$ cat config.mk
export PLATFORM = sky130hd
export DESIGN_NAME = compass_heading_circular_filter
export DESIGN_NICKNAME = d
export VERILOG_FILES = /design/src/rtl/core/chcf_pkg.sv /design/src/rtl/core/compass_heading_circular_filter.sv
export SDC_FILE = /design/constraint.sdc
export NUM_CORES = 2
export LEC_CHECK = 0
export BUFFER_PORTS_ARGS = -buffer_cell sky130_fd_sc_hd__buf_4
export CORE_MARGIN = 2
export CORE_UTILIZATION = 40
export CTS_CLUSTER_SIZE = 12
export DETAILED_ROUTE_END_ITERATION = 10
export GPL_TIMING_DRIVEN = 0
export PLACE_DENSITY = 0.56
export SYNTH_ARGS = -nofsm -noshare
export SYNTH_HDL_FRONTEND = slang
export SYNTH_SLANG_ARGS = --single-unit
$ cat constraint.sdc
create_clock -name clock -period 7 [get_ports clock]
set_input_delay 2.1 -clock clock [delete_from_list [all_inputs] [get_ports clock]]
set_output_delay 2.1 -clock clock [all_outputs]
set_load 0.02 [all_outputs]
$ cat src/rtl/core/chcf_pkg.sv
`default_nettype none

package chcf_pkg;

   localparam int ANGLE_BITS_DEFAULT   = 16;
   localparam int CORDIC_STEPS_DEFAULT = 16;

   localparam int XY_W       = 28;
   localparam int ATAN_DEPTH = 24;
   localparam int ATAN_IDX_W = 5;
   localparam int CSR_W      = 17;
   localparam int CSR_IDX_W  = 2;

   localparam logic [CSR_W-1:0] ALPHA_RESET = 17'd13107;

   localparam logic [CSR_IDX_W-1:0] CSR_OFFSET_X    = 2'd0;
   localparam logic [CSR_IDX_W-1:0] CSR_OFFSET_Y    = 2'd1;
   localparam logic [CSR_IDX_W-1:0] CSR_DECLINATION = 2'd2;
   localparam logic [CSR_IDX_W-1:0] CSR_FILTER_ALPHA = 2'd3;

   // atan(2^-i) in units of 2^-32 turn
   localparam logic [31:0] ATAN_TURN32 [0:ATAN_DEPTH-1] = '{
      32'h20000000, 32'h12E4051E, 32'h09FB385B, 32'h051111D4, 32'h028B0D43, 32'h0145D7E1,
      32'h00A2F61E, 32'h00517C55, 32'h0028BE53, 32'h00145F2F, 32'h000A2F98, 32'h000517CC,
      32'h00028BE6, 32'h000145F3, 32'h0000A2FA, 32'h0000517D, 32'h000028BE, 32'h0000145F,
      32'h00000A30, 32'h00000518, 32'h0000028C, 32'h00000146, 32'h000000A3, 32'h00000051
   };

   typedef enum logic [1:0] {
      MODE_SAMPLE,
      MODE_SET_ZERO,
      MODE_CLEAR_ZERO,
      MODE_LOAD_ZERO
   } chcf_mode_type;

   typedef enum logic [2:0] {
      ST_IDLE,
      ST_PREP,
      ST_ITER,
      ST_ROUND,
      ST_DELTA,
      ST_MUL,
      ST_DONE
   } chcf_state_type;

   typedef struct packed {
      chcf_mode_type      mode;
      logic signed [15:0] raw_x;
      logic signed [15:0] raw_y;
      logic        [15:0] zero_angle;
   } chcf_req_type;

   typedef struct packed {
      logic signed [15:0] heading_rel;
      logic        [15:0] heading_abs;
   } chcf_rsp_type;

endpackage

`default_nettype wire

$ cat src/rtl/core/compass_heading_circular_filter.sv
`default_nettype none

// Compass heading with circular low-pass filter. Each request carries a mode and a raw X/Y
// magnetometer sample and yields exactly one response: the filtered heading relative to the
// zero point and the unfiltered heading (with declination) of the latest stored sample, both
// as 16-bit binary angles. The heading comes from a vectoring CORDIC that runs one
// micro-rotation per clock on a single shared shift-add unit. An accepted request passes
// through ST_PREP, CORDIC_STEPS rounds of ST_ITER, then ST_ROUND, ST_DELTA, ST_MUL, ST_DONE;
// req_ready stays low until ST_IDLE, which is entered as the response is registered. A new
// request is taken while a response still waits in the output register; ST_DONE holds only
// while that register is full and not being read. The user must write configuration via
// csr_we / csr_index / csr_wdata only while the block is idle; it is not enforced.
module compass_heading_circular_filter #(
   parameter int ANGLE_BITS   = chcf_pkg::ANGLE_BITS_DEFAULT,
   parameter int CORDIC_STEPS = chcf_pkg::CORDIC_STEPS_DEFAULT
) (
   input  wire logic                            clock,
   input  wire logic                            reset,
   input  wire logic                            req_valid,
   output logic                                 req_ready,
   input  wire chcf_pkg::chcf_req_type          req_data,
   output logic                                 rsp_valid,
   input  wire logic                            rsp_ready,
   output chcf_pkg::chcf_rsp_type               rsp_data,
   input  wire logic                            csr_we,
   input  wire logic [chcf_pkg::CSR_IDX_W-1:0]  csr_index,
   input  wire logic [chcf_pkg::CSR_W-1:0]      csr_wdata
);

   import chcf_pkg::*;

   localparam int StepW = (CORDIC_STEPS > 1) ? $clog2(CORDIC_STEPS) : 1;
   localparam logic [32:0] StepHalf = 33'(1) << (31 - ANGLE_BITS);
   localparam logic [StepW-1:0] LastStep = StepW'(CORDIC_STEPS - 1);
   localparam logic [ANGLE_BITS-1:0] HalfTurn = ANGLE_BITS'(1) << (ANGLE_BITS - 1);

   chcf_state_type state_ff, state_in;

   logic signed [15:0]       offset_x_ff, offset_x_in;
   logic signed [15:0]       offset_y_ff, offset_y_in;
   logic        [15:0]       decl_ff, decl_in;
   logic        [CSR_W-1:0]  alpha_ff, alpha_in;

   logic        [15:0]       zero_offset_ff, zero_offset_in;
   logic        [15:0]       filt_ff, filt_in;
   logic                     have_ff, have_in;
   logic signed [16:0]       last_x_ff, last_x_in;
   logic signed [16:0]       last_y_ff, last_y_in;

   chcf_mode_type            mode_ff, mode_in;
   logic        [15:0]       zero_angle_ff, zero_angle_in;
   logic signed [XY_W-1:0]   x_ff, x_in;
   logic signed [XY_W-1:0]   y_ff, y_in;
   logic [ANGLE_BITS-1:0]    z_ff, z_in;
   logic [StepW-1:0]         cnt_ff, cnt_in;
   logic                     zvec_ff, zvec_in;
   logic        [15:0]       habs_ff, habs_in;
   logic        [15:0]       rel_ff, rel_in;
   logic signed [15:0]       delta_ff, delta_in;
   logic signed [15:0]       step_ff, step_in;

   logic                     rsp_valid_ff, rsp_valid_in;
   chcf_rsp_type             rsp_ff, rsp_in;

   logic signed [XY_W-1:0]   xe, ye, dx, dy;
   logic [32:0]              atan_sum;
   logic [ANGLE_BITS-1:0]    zstep;
   logic [15:0]              hd;
   logic signed [33:0]       prod_full;
   logic                     out_free;

   generate
      if (ANGLE_BITS > 16) begin : g_round
         localparam int RndSh = ANGLE_BITS - 16;
         logic [ANGLE_BITS:0] z_rnd;
         assign z_rnd = {1'b0, z_ff} + ((ANGLE_BITS + 1)'(1) << (RndSh - 1));
         assign hd    = z_rnd[RndSh +: 16];
      end else begin : g_pad
         assign hd = 16'(z_ff) << (16 - ANGLE_BITS);
      end
   endgenerate

   assign xe = {{(XY_W-25){last_x_ff[16]}}, last_x_ff, 8'd0};
   assign ye = {{(XY_W-25){last_y_ff[16]}}, last_y_ff, 8'd0};
   assign dx = y_ff >>> cnt_ff;
   assign dy = x_ff >>> cnt_ff;
   assign atan_sum  = {1'b0, ATAN_TURN32[ATAN_IDX_W'(cnt_ff)]} + StepHalf;
   assign zstep     = ANGLE_BITS'(atan_sum >> (32 - ANGLE_BITS));
   assign prod_full = $signed({1'b0, alpha_ff}) * delta_ff;
   assign out_free  = !rsp_valid_ff || rsp_ready;

   assign req_ready = (state_ff == ST_IDLE);
   assign rsp_valid = rsp_valid_ff;
   assign rsp_data  = rsp_ff;

   always_comb begin
      state_in       = state_ff;
      offset_x_in    = offset_x_ff;
      offset_y_in    = offset_y_ff;
      decl_in        = decl_ff;
      alpha_in       = alpha_ff;
      zero_offset_in = zero_offset_ff;
      filt_in        = filt_ff;
      have_in        = have_ff;
      last_x_in      = last_x_ff;
      last_y_in      = last_y_ff;
      mode_in        = mode_ff;
      zero_angle_in  = zero_angle_ff;
      x_in           = x_ff;
      y_in           = y_ff;
      z_in           = z_ff;
      cnt_in         = cnt_ff;
      zvec_in        = zvec_ff;
      habs_in        = habs_ff;
      rel_in         = rel_ff;
      delta_in       = delta_ff;
      step_in        = step_ff;
      rsp_in         = rsp_ff;
      rsp_valid_in   = rsp_valid_ff && !rsp_ready;

      if (csr_we) begin
         unique case (csr_index)
            CSR_OFFSET_X:     offset_x_in = csr_wdata[15:0];
            CSR_OFFSET_Y:     offset_y_in = csr_wdata[15:0];
            CSR_DECLINATION:  decl_in     = csr_wdata[15:0];
            CSR_FILTER_ALPHA: alpha_in    = csr_wdata;
         endcase
      end

      unique case (state_ff)
         ST_IDLE: begin
            if (req_valid) begin
               mode_in       = req_data.mode;
               zero_angle_in = req_data.zero_angle;
               if (req_data.mode == MODE_SAMPLE) begin
                  last_x_in = {req_data.raw_x[15], req_data.raw_x}
                            - {offset_x_ff[15], offset_x_ff};
                  last_y_in = {req_data.raw_y[15], req_data.raw_y}
                            - {offset_y_ff[15], offset_y_ff};
               end
               state_in = ST_PREP;
            end
         end
         ST_PREP: begin
            zvec_in = (last_x_ff == '0) && (last_y_ff == '0);
            cnt_in  = '0;
            if (xe < 0) begin
               x_in = -xe;
               y_in = -ye;
               z_in = HalfTurn;
            end else begin
               x_in = xe;
               y_in = ye;
               z_in = '0;
            end
            state_in = ST_ITER;
         end
         ST_ITER: begin
            if (y_ff > 0) begin
               x_in = x_ff + dx;
               y_in = y_ff - dy;
               z_in = z_ff + zstep;
            end else begin
               x_in = x_ff - dx;
               y_in = y_ff + dy;
               z_in = z_ff - zstep;
            end
            cnt_in = cnt_ff + 1'b1;
            if (cnt_ff == LastStep) begin
               state_in = ST_ROUND;
            end
         end
         ST_ROUND: begin
            habs_in  = (zvec_ff ? 16'd0 : hd) + decl_ff;
            state_in = ST_DELTA;
         end
         ST_DELTA: begin
            rel_in   = habs_ff - zero_offset_ff;
            delta_in = habs_ff - zero_offset_ff - filt_ff;
            state_in = ST_MUL;
         end
         ST_MUL: begin
            step_in  = prod_full[31:16];
            state_in = ST_DONE;
         end
         ST_DONE: begin
            if (out_free) begin
               unique case (mode_ff)
                  MODE_SAMPLE: begin
                     if (!have_ff) begin
                        filt_in = rel_ff;
                        have_in = 1'b1;
                     end else begin
                        filt_in = filt_ff + step_ff;
                     end
                  end
                  MODE_SET_ZERO: begin
                     zero_offset_in = habs_ff;
                     filt_in        = '0;
                     have_in        = 1'b1;
                  end
                  MODE_CLEAR_ZERO: begin
                     zero_offset_in = '0;
                     filt_in        = '0;
                     have_in        = 1'b0;
                  end
                  MODE_LOAD_ZERO: begin
                     zero_offset_in = zero_angle_ff;
                  end
               endcase
               rsp_in.heading_rel = filt_in;
               rsp_in.heading_abs = habs_ff;
               rsp_valid_in       = 1'b1;
               state_in           = ST_IDLE;
            end
         end
         default: state_in = ST_IDLE;
      endcase
   end

   always_ff @(posedge clock) begin
      if (reset) begin
         state_ff <= ST_IDLE;
      end else begin
         state_ff <= state_in;
      end
   end

   always_ff @(posedge clock) begin
      if (reset) begin
         offset_x_ff    <= '0;
         offset_y_ff    <= '0;
         decl_ff        <= '0;
         alpha_ff       <= ALPHA_RESET;
         zero_offset_ff <= '0;
         filt_ff        <= '0;
         have_ff        <= 1'b0;
         last_x_ff      <= '0;
         last_y_ff      <= '0;
         rsp_valid_ff   <= 1'b0;
      end else begin
         offset_x_ff    <= offset_x_in;
         offset_y_ff    <= offset_y_in;
         decl_ff        <= decl_in;
         alpha_ff       <= alpha_in;
         zero_offset_ff <= zero_offset_in;
         filt_ff        <= filt_in;
         have_ff        <= have_in;
         last_x_ff      <= last_x_in;
         last_y_ff      <= last_y_in;
         rsp_valid_ff   <= rsp_valid_in;
      end
   end

   always_ff @(posedge clock) begin
      mode_ff       <= mode_in;
      zero_angle_ff <= zero_angle_in;
      x_ff          <= x_in;
      y_ff          <= y_in;
      z_ff          <= z_in;
      cnt_ff        <= cnt_in;
      zvec_ff       <= zvec_in;
      habs_ff       <= habs_in;
      rel_ff        <= rel_in;
      delta_ff      <= delta_in;
      step_ff       <= step_in;
      rsp_ff        <= rsp_in;
   end

endmodule

`default_nettype wire

Yosys cells after proc, flatten, opt, wreduce, memory -nomap -nowiden
Memories as Yosys holds them, arrays and structs flattened.
Cells that the tools add are included.
{ "classes": {"div_mod_pow": 0, "order_cmp": 3, "n_bitwise": 1, "n_mux": 23, "n_eq_ne": 16, "shift": 2, "n_reduce_logical": 26, "n_addsub": 16, "multipliers": 1} }
{ "op_table": {"columns": ["operator", "n"], "rows": [
  ["28-bit 2-to-1 mux", 4],
  ["28-bit one-hot mux with 2 select lines", 2],
  ["16-bit 2-to-1 mux", 4],
  ["32-bit 2-to-1 mux", 2],
  ["16-bit one-hot mux with 2 select lines", 2],
  ["28-bit adder", 2],
  ["25-bit negation with 28-bit output", 2],
  ["28-bit by 4-bit >>> shifter with 28-bit output", 2],
  ["28-bit subtractor", 2],
  ["16-bit adder", 3],
  ["16-bit one-hot mux with 3 select lines", 1],
  ["16-bit subtractor", 3],
  ["17-bit zero test", 2],
  ["16-bit by 16-bit subtractor with 17-bit output", 2],
  ["32-bit by 16-bit adder with 32-bit output, second input constant", 1],
  ["18-bit by 16-bit multiplier with 32-bit output", 1],
  ["28-bit by 1-bit > comparator with 1-bit output, second input constant", 1],
  ["25-bit by 1-bit less-than comparator with 1-bit output, second input constant", 1],
  ["3-bit one-hot mux with 7 select lines", 1],
  ["2-bit AND reduction", 6],
  ["3-bit AND reduction", 4],
  ["3-bit == test, second input constant", 3],
  ["3-bit 2-to-1 mux", 3],
  ["2-bit == test, second input constant", 4],
  ["other kinds (19)", 30]
]} }
{ "totals": {"in_bits": 74, "output_inout_bits": 34, "mem_count": 1, "ram_bits": 0, "latch_bits": 0, "mem_bits_ro": 1024, "regBits": 327} }
{ "memory_table": {"columns": ["name", "depth", "word_bits", "read_ports", "rd_clocked_by_memory_dff", "write_ports", "line_no", "text"], "rows": [
  ["(no name shown)", 32, 32, 1, 0, 0, "compass_heading_circular_filter.sv:87", "assign atan_sum = {1'b0, ATAN_TURN32[ATAN_IDX_W'(cnt_ff)]} + StepHalf;"]
]} }

Logic depth before layout (Yosys ltp)
{ "logic_depth": {"ltp_word": 8, "depth_mapped": 27} }

Worst setup path after synthesis
Ideal clock, no wire load.
{ "synth_timing": {"kind": "register to register", "startpoint": "register delta_ff[7]", "endpoint": "register step_ff[9] (data pin)", "setup_slack_ns": 0.793, "t_required_ns": 6.742, "path_buffers": 2, "t_arrival_ns": 5.949, "path_stages_with_launch": 23, "period_less_slack_ns": 6.207, "path_cell_list": "edfxtp_1 > clkbuf_1 > clkbuf_1 > nand2_1 > fa_1 > inv_1 > fa_1 > inv_1 > fa_1 > inv_1 > fa_1 > fa_1 > fa_1 > ha_1 > a21o_1 > a21o_1 > a21o_1 > o2111ai_1 > a31oi_1 > o21a_1 > or3_1 > a31oi_1 > xnor2_1"} }
{ "synth_via": {"elab_chain_len": 1} }
{ "synth_rtl": {"columns": ["element", "line_no", "text"], "rows": [
  ["start: declaration", "compass_heading_circular_filter.sv:59", "logic signed [15:0] delta_ff, delta_in;"],
  ["start signal: assignment", "compass_heading_circular_filter.sv:265", "delta_ff <= delta_in;"],
  ["18-bit by 16-bit multiplier with 32-bit output", "compass_heading_circular_filter.sv:89", "assign prod_full = $signed({1'b0, alpha_ff}) * delta_ff;"],
  ["net prod_full[25]", "compass_heading_circular_filter.sv:69", "logic signed [33:0] prod_full;"],
  ["end signal: assignment", "compass_heading_circular_filter.sv:266", "step_ff <= step_in;"],
  ["end: declaration", "compass_heading_circular_filter.sv:60", "logic signed [15:0] step_ff, step_in;"]
]} }
The timed path passes the listed nets, and every way through them passes these cells.
A chain may end at the register's enable or synchronous reset.

Final worst setup path
{ "layout_timing": {"startpoint": "register alpha_ff[13]", "endpoint": "register step_ff[9] (data pin)"} }
{ "layout_via": {"elab_chain_len": 1} }
{ "layout_rtl": {"columns": ["element", "line_no", "text"], "rows": [
  ["start: declaration", "compass_heading_circular_filter.sv:42", "logic [CSR_W-1:0] alpha_ff, alpha_in;"],
  ["start signal: assignment", "compass_heading_circular_filter.sv:245", "alpha_ff <= alpha_in;"],
  ["18-bit by 16-bit multiplier with 32-bit output", "compass_heading_circular_filter.sv:89", null],
  ["net prod_full[25]", "compass_heading_circular_filter.sv:69", null]
]} }
The timed path passes the listed nets, and every way through them passes these cells.

==> summary.md <==
| Metric | Value |
|---|---|
| Die ar. | 0.0843 sq mm |
| Part of the power in the clock network | 21.2% |
| Hpwl dp | just over 80,000 microns |
| Critical path endpoint | step_ff[9]$_DFFE_PN_ |
| Avg Vias per Cell | 5.55 |
| Grt met3 use | 3.07% |
| Die Span X | 290 microns |
| Tcrit/Tclk final | 96.5% |
| Synth Flop Type | edfxtp_1 |
| Initial antenna violation count | 1 |
| CP Max Fanout | 10 |
| RR Endpoint | step_ff[9]$_DFFE_PN_ |
| Element type at the critical path start | flip-flop |
| Post-DRT Antenna Nets | 0 |
| CTS Sinks | 327 |
| Input/output buffers | 106 |
| Largest net degree at the start of global routing | between 40 and 50 |
| # setup viols final | 0 |
| Reg2reg path depth | 19 |
| Reg-to-reg critical path startpoint | alpha_ff[13]$_SDFFE_PP1P_ |
| Relative slew slack | 5.62% |
| Antenna Cells | 0 |
| CTS Buf Count | 42 |
| P&R area growth vs syn | 11.6% |
| Met1 Use GR | between 30% and 40% |
| Seq cells post-synth | 327 |
| Core Rows | around 110 |
| DR pass1 iterations | 5 |
| Worst R2R Setup Slack | 0.25 ns |
| Status | finished, final reports clean |
| Flop pwr share | about a quarter |
| CP Data Required Time | 7.33 ns |
| Max VDD drop | about 0.00023 V |
| Proportion of netlist area held by the largest area contributor | 17.5% |
| Wire length per cell | 21.1 microns |
| Critical Path AT | 7.09 ns |
| Logic pwr share | between 50% and 60% |
| CTS tree | done |
| Vias in the first global route | 27.0k |
| DRT iter0 DRCs | about 2.2k |
| Top-count cell post-synth | nand2_1 |
| Final setup skew | slightly below 0.05 ns |
| Die height | 290 microns |
| Layout cells sized above 1 | approximately 10% |
| Final Hold Viols | 0 |
| Critical path origin | alpha_ff[13]$_SDFFE_PP1P_ |
| Post-Syn Area | 0.0328 sq mm |
| Max cap viols | 0 |
| Post-layout util | 44.9% |
| Final nets | 4,404 |
| Post-synthesis sequential area ratio | 25.8% |
| Setup CP Type | flip-flop to flip-flop |
| Worst hold path type | flip-flop to flip-flop |
| Leakage power total | 15.3 nW |
| Synth warn | 0 |
| Post-place setup slack | -1.02 ns |
| Clk buf depth | 3 |
| Int Power | 5.93 mW |
| GRT Max-Usage Layer | met2 |
| Pwr/cell area | 284 mW/mm^2 |
| Root buffer cell | clkbuf_16 |
| Initial Utilization | 40.2% |
| Final setup margin | 0.248 ns |
| Fmax | 148 MHz |
| First-pass GRT wire length | 161,000 microns |
| Vias | about 27k |
| Ranking of synthesized cells by area | edfxtp_1 17%, fa_1 13%, ha_1 11% |
| Synthesized area per cell | around 8.9 sq um |
| Hold-fix buffers at CTS | 0 |
| Grt total ovfl | 0 |
| All-Layer GR Usage | about 25% |
| Placer Congestion | 0.971 |
| Worst-Margin Slew | about 1.4 ns |
| Core area | 0.0816 sq mm |
| Commonest cells post-synth | 502 x nand2_1, 382 x inv_1, 283 x ha_1, 245 x nor2_1, 239 x a21oi_1 |
| Sw frac | 43.0% |
| Grt met2 use | about two fifths |
| H-tree Lvls | 2 |
| Synth unique cells | 84 |
| DRC Markers | 0 |
| Worst-path clk slew | roughly 0.05 ns |
| Number of synthesized flops with an enable pin | 191 |
| Net switching power | 4.47 mW |
| Final TNS setup | 0 ns |
| Total Wirelength | 104,000 microns |
| Clock Latency Late Sink | 0.61 ns |
| Cells after Synth | 3,670 |
| Async SR Flop Fraction | 0% |
| Crit path capture type | flip-flop |
| Final slew viol count | 0 |
| Fin crit period | 6.75 ns |
| Mapped Nets | 4,243 |
| Cell taking the most area after synthesis | edfxtp_1 |
| Ports | 108 |
power by group through the flow:
stage          Clock [mW]  Combinational (mW)  Sequential (mW)
4_1_cts              2.25                5.75             2.48
3_5_place_dp            0                5.64             2.52
3_3_place_gp            0                5.61             2.52
6_report             2.20                5.71             2.49
2_1_floorplan           0                4.13             2.42
5_1_grt              2.31                6.39             2.50
repair_timing:
action                     CTS  global route
setup endpoints to repair   35            10
resized for setup           36            29
setup buffers                2            10
pin swaps                    1             0
hold endpoints to repair     0             0
cloned                       0             0
registers in the layout, summed over array words and instances (netlist names), 16 cells and up:
name / flops
rsp_data: 32
x_ff: 28
y_ff: 28
alpha_ff: 17
last_x_ff: 17
last_y_ff: 17
decl_ff: 16
delta_ff: 16
filt_ff: 16
habs_ff: 16
hd: 16
offset_x_ff: 16
offset_y_ff: 16
rel_ff: 16
step_ff: 16
zero_angle_ff: 16
zero_offset_ff: 16
routing by layer:
metal	wire length [microns]	share of wire [%]
met3	5750	5.5
met4	3380	3.2
met1	45900	44
met5	0	0
met2	49100	47
logic make-up after synthesis:
family	synth area share [%]
mux	6.78
simple gates	17.6
compound gates	13.3
xor+xnor	6.22
flops	25.8
buf+inv	6.43
fa+ha+maj	24.0
cells in the final DEF (no fill, tap or decap), types with 14 or more instances in the layout:
cell type | synthesis | final
fa_1 | 216 | 216
and3_1 | 21 | 21
mux2i_1 | 48 | 48
nor4_1 | 15 | 15
a21o_1 | 53 | 53
nand3_1 | 62 | 62
clkbuf_16 | 0 | 46
or2_2 | 19 | 18
mux2_2 | 39 | 39
o21a_1 | 18 | 18
a22oi_1 | 26 | 26
dfxtp_1 | 136 | 129
a21oi_1 | 239 | 238
nand4_1 | 14 | 14
a211oi_1 | 32 | 31
and2_1 | 145 | 145
ha_1 | 283 | 283
o31ai_1 | 28 | 28
o21bai_1 | 16 | 16
nor3_1 | 57 | 57
nor2b_1 | 40 | 40
inv_1 | 382 | 382
nand2b_1 | 39 | 39
clkbuf_2 | 0 | 26
clkbuf_1 | 127 | 101
edfxtp_1 | 191 | 191
nor2_1 | 245 | 244
mux4_2 | 58 | 58
xor2_1 | 79 | 79
nand2_1 | 502 | 502
a31oi_1 | 24 | 23
xnor2_1 | 154 | 154
buf_4 | 8 | 126
or3_1 | 28 | 28
o21ai_0 | 140 | 140
metrics by stage:
stage	total power [mW]	cells	hold WS, ns	instance area, sq um
after floorplan	6.54	3670	0.426	32800
after global placement	8.14	4846	0.443	34900
after detailed placement	8.15	4852	0.446	35000
after CTS	10.5	4927	0.454	36500
after global routing	11.2	4933	0.474	36600
final	10.4	4933	0.452	36600
critical path, stage by stage, from the launching register on:
cell	delay, ns
dfxtp_1	0.56
clkbuf_2	0.36
nand2_1	0.13
fa_1	0.52
fa_1	0.50
fa_1	0.56
inv_1	0.05
fa_1	0.56
fa_1	0.45
fa_1	0.47
ha_1	0.34
a21o_1	0.19
a21o_1	0.20
a21o_1	0.24
o2111ai_2	0.32
a31oi_4	0.18
o21a_1	0.23
or3_1	0.33
a31oi_1	0.21
xnor2_1	0.10
worst min-delay path by stage:
| stage | startpoint | to | cells past startpoint |
|---|---|---|---|
| 2_1_floorplan | habs_ff[0]$_DFFE_PP_ | rsp_data[0]$_DFFE_PP_ | 0 |
| 3_3_place_gp | offset_y_ff[7]$_SDFFE_PP0P_ | offset_y_ff[7]$_SDFFE_PP0P_ | 2 |
| 3_5_place_dp | offset_y_ff[10]$_SDFFE_PP0P_ | offset_y_ff[10]$_SDFFE_PP0P_ | 2 |
| 4_1_cts | offset_y_ff[10]$_SDFFE_PP0P_ | offset_y_ff[10]$_SDFFE_PP0P_ | 2 |
| 5_1_grt | decl_ff[10]$_SDFFE_PP0P_ | decl_ff[10]$_SDFFE_PP0P_ | 2 |
| 6_report | offset_y_ff[10]$_SDFFE_PP0P_ | offset_y_ff[10]$_SDFFE_PP0P_ | 2 |
cell type report:
type                       count  area, sq um
buffer                       151          686
sequential                   327         8470
multi-input combinational   2799        22300
clock buffer                  66         1300
tap                         1070         1340
clock inverter                10         98.8
fill                        8075        45000
timing repair buffer         124          980
inverter                     386         1450
No activity file was read; power rests on OpenSTA's default activity.
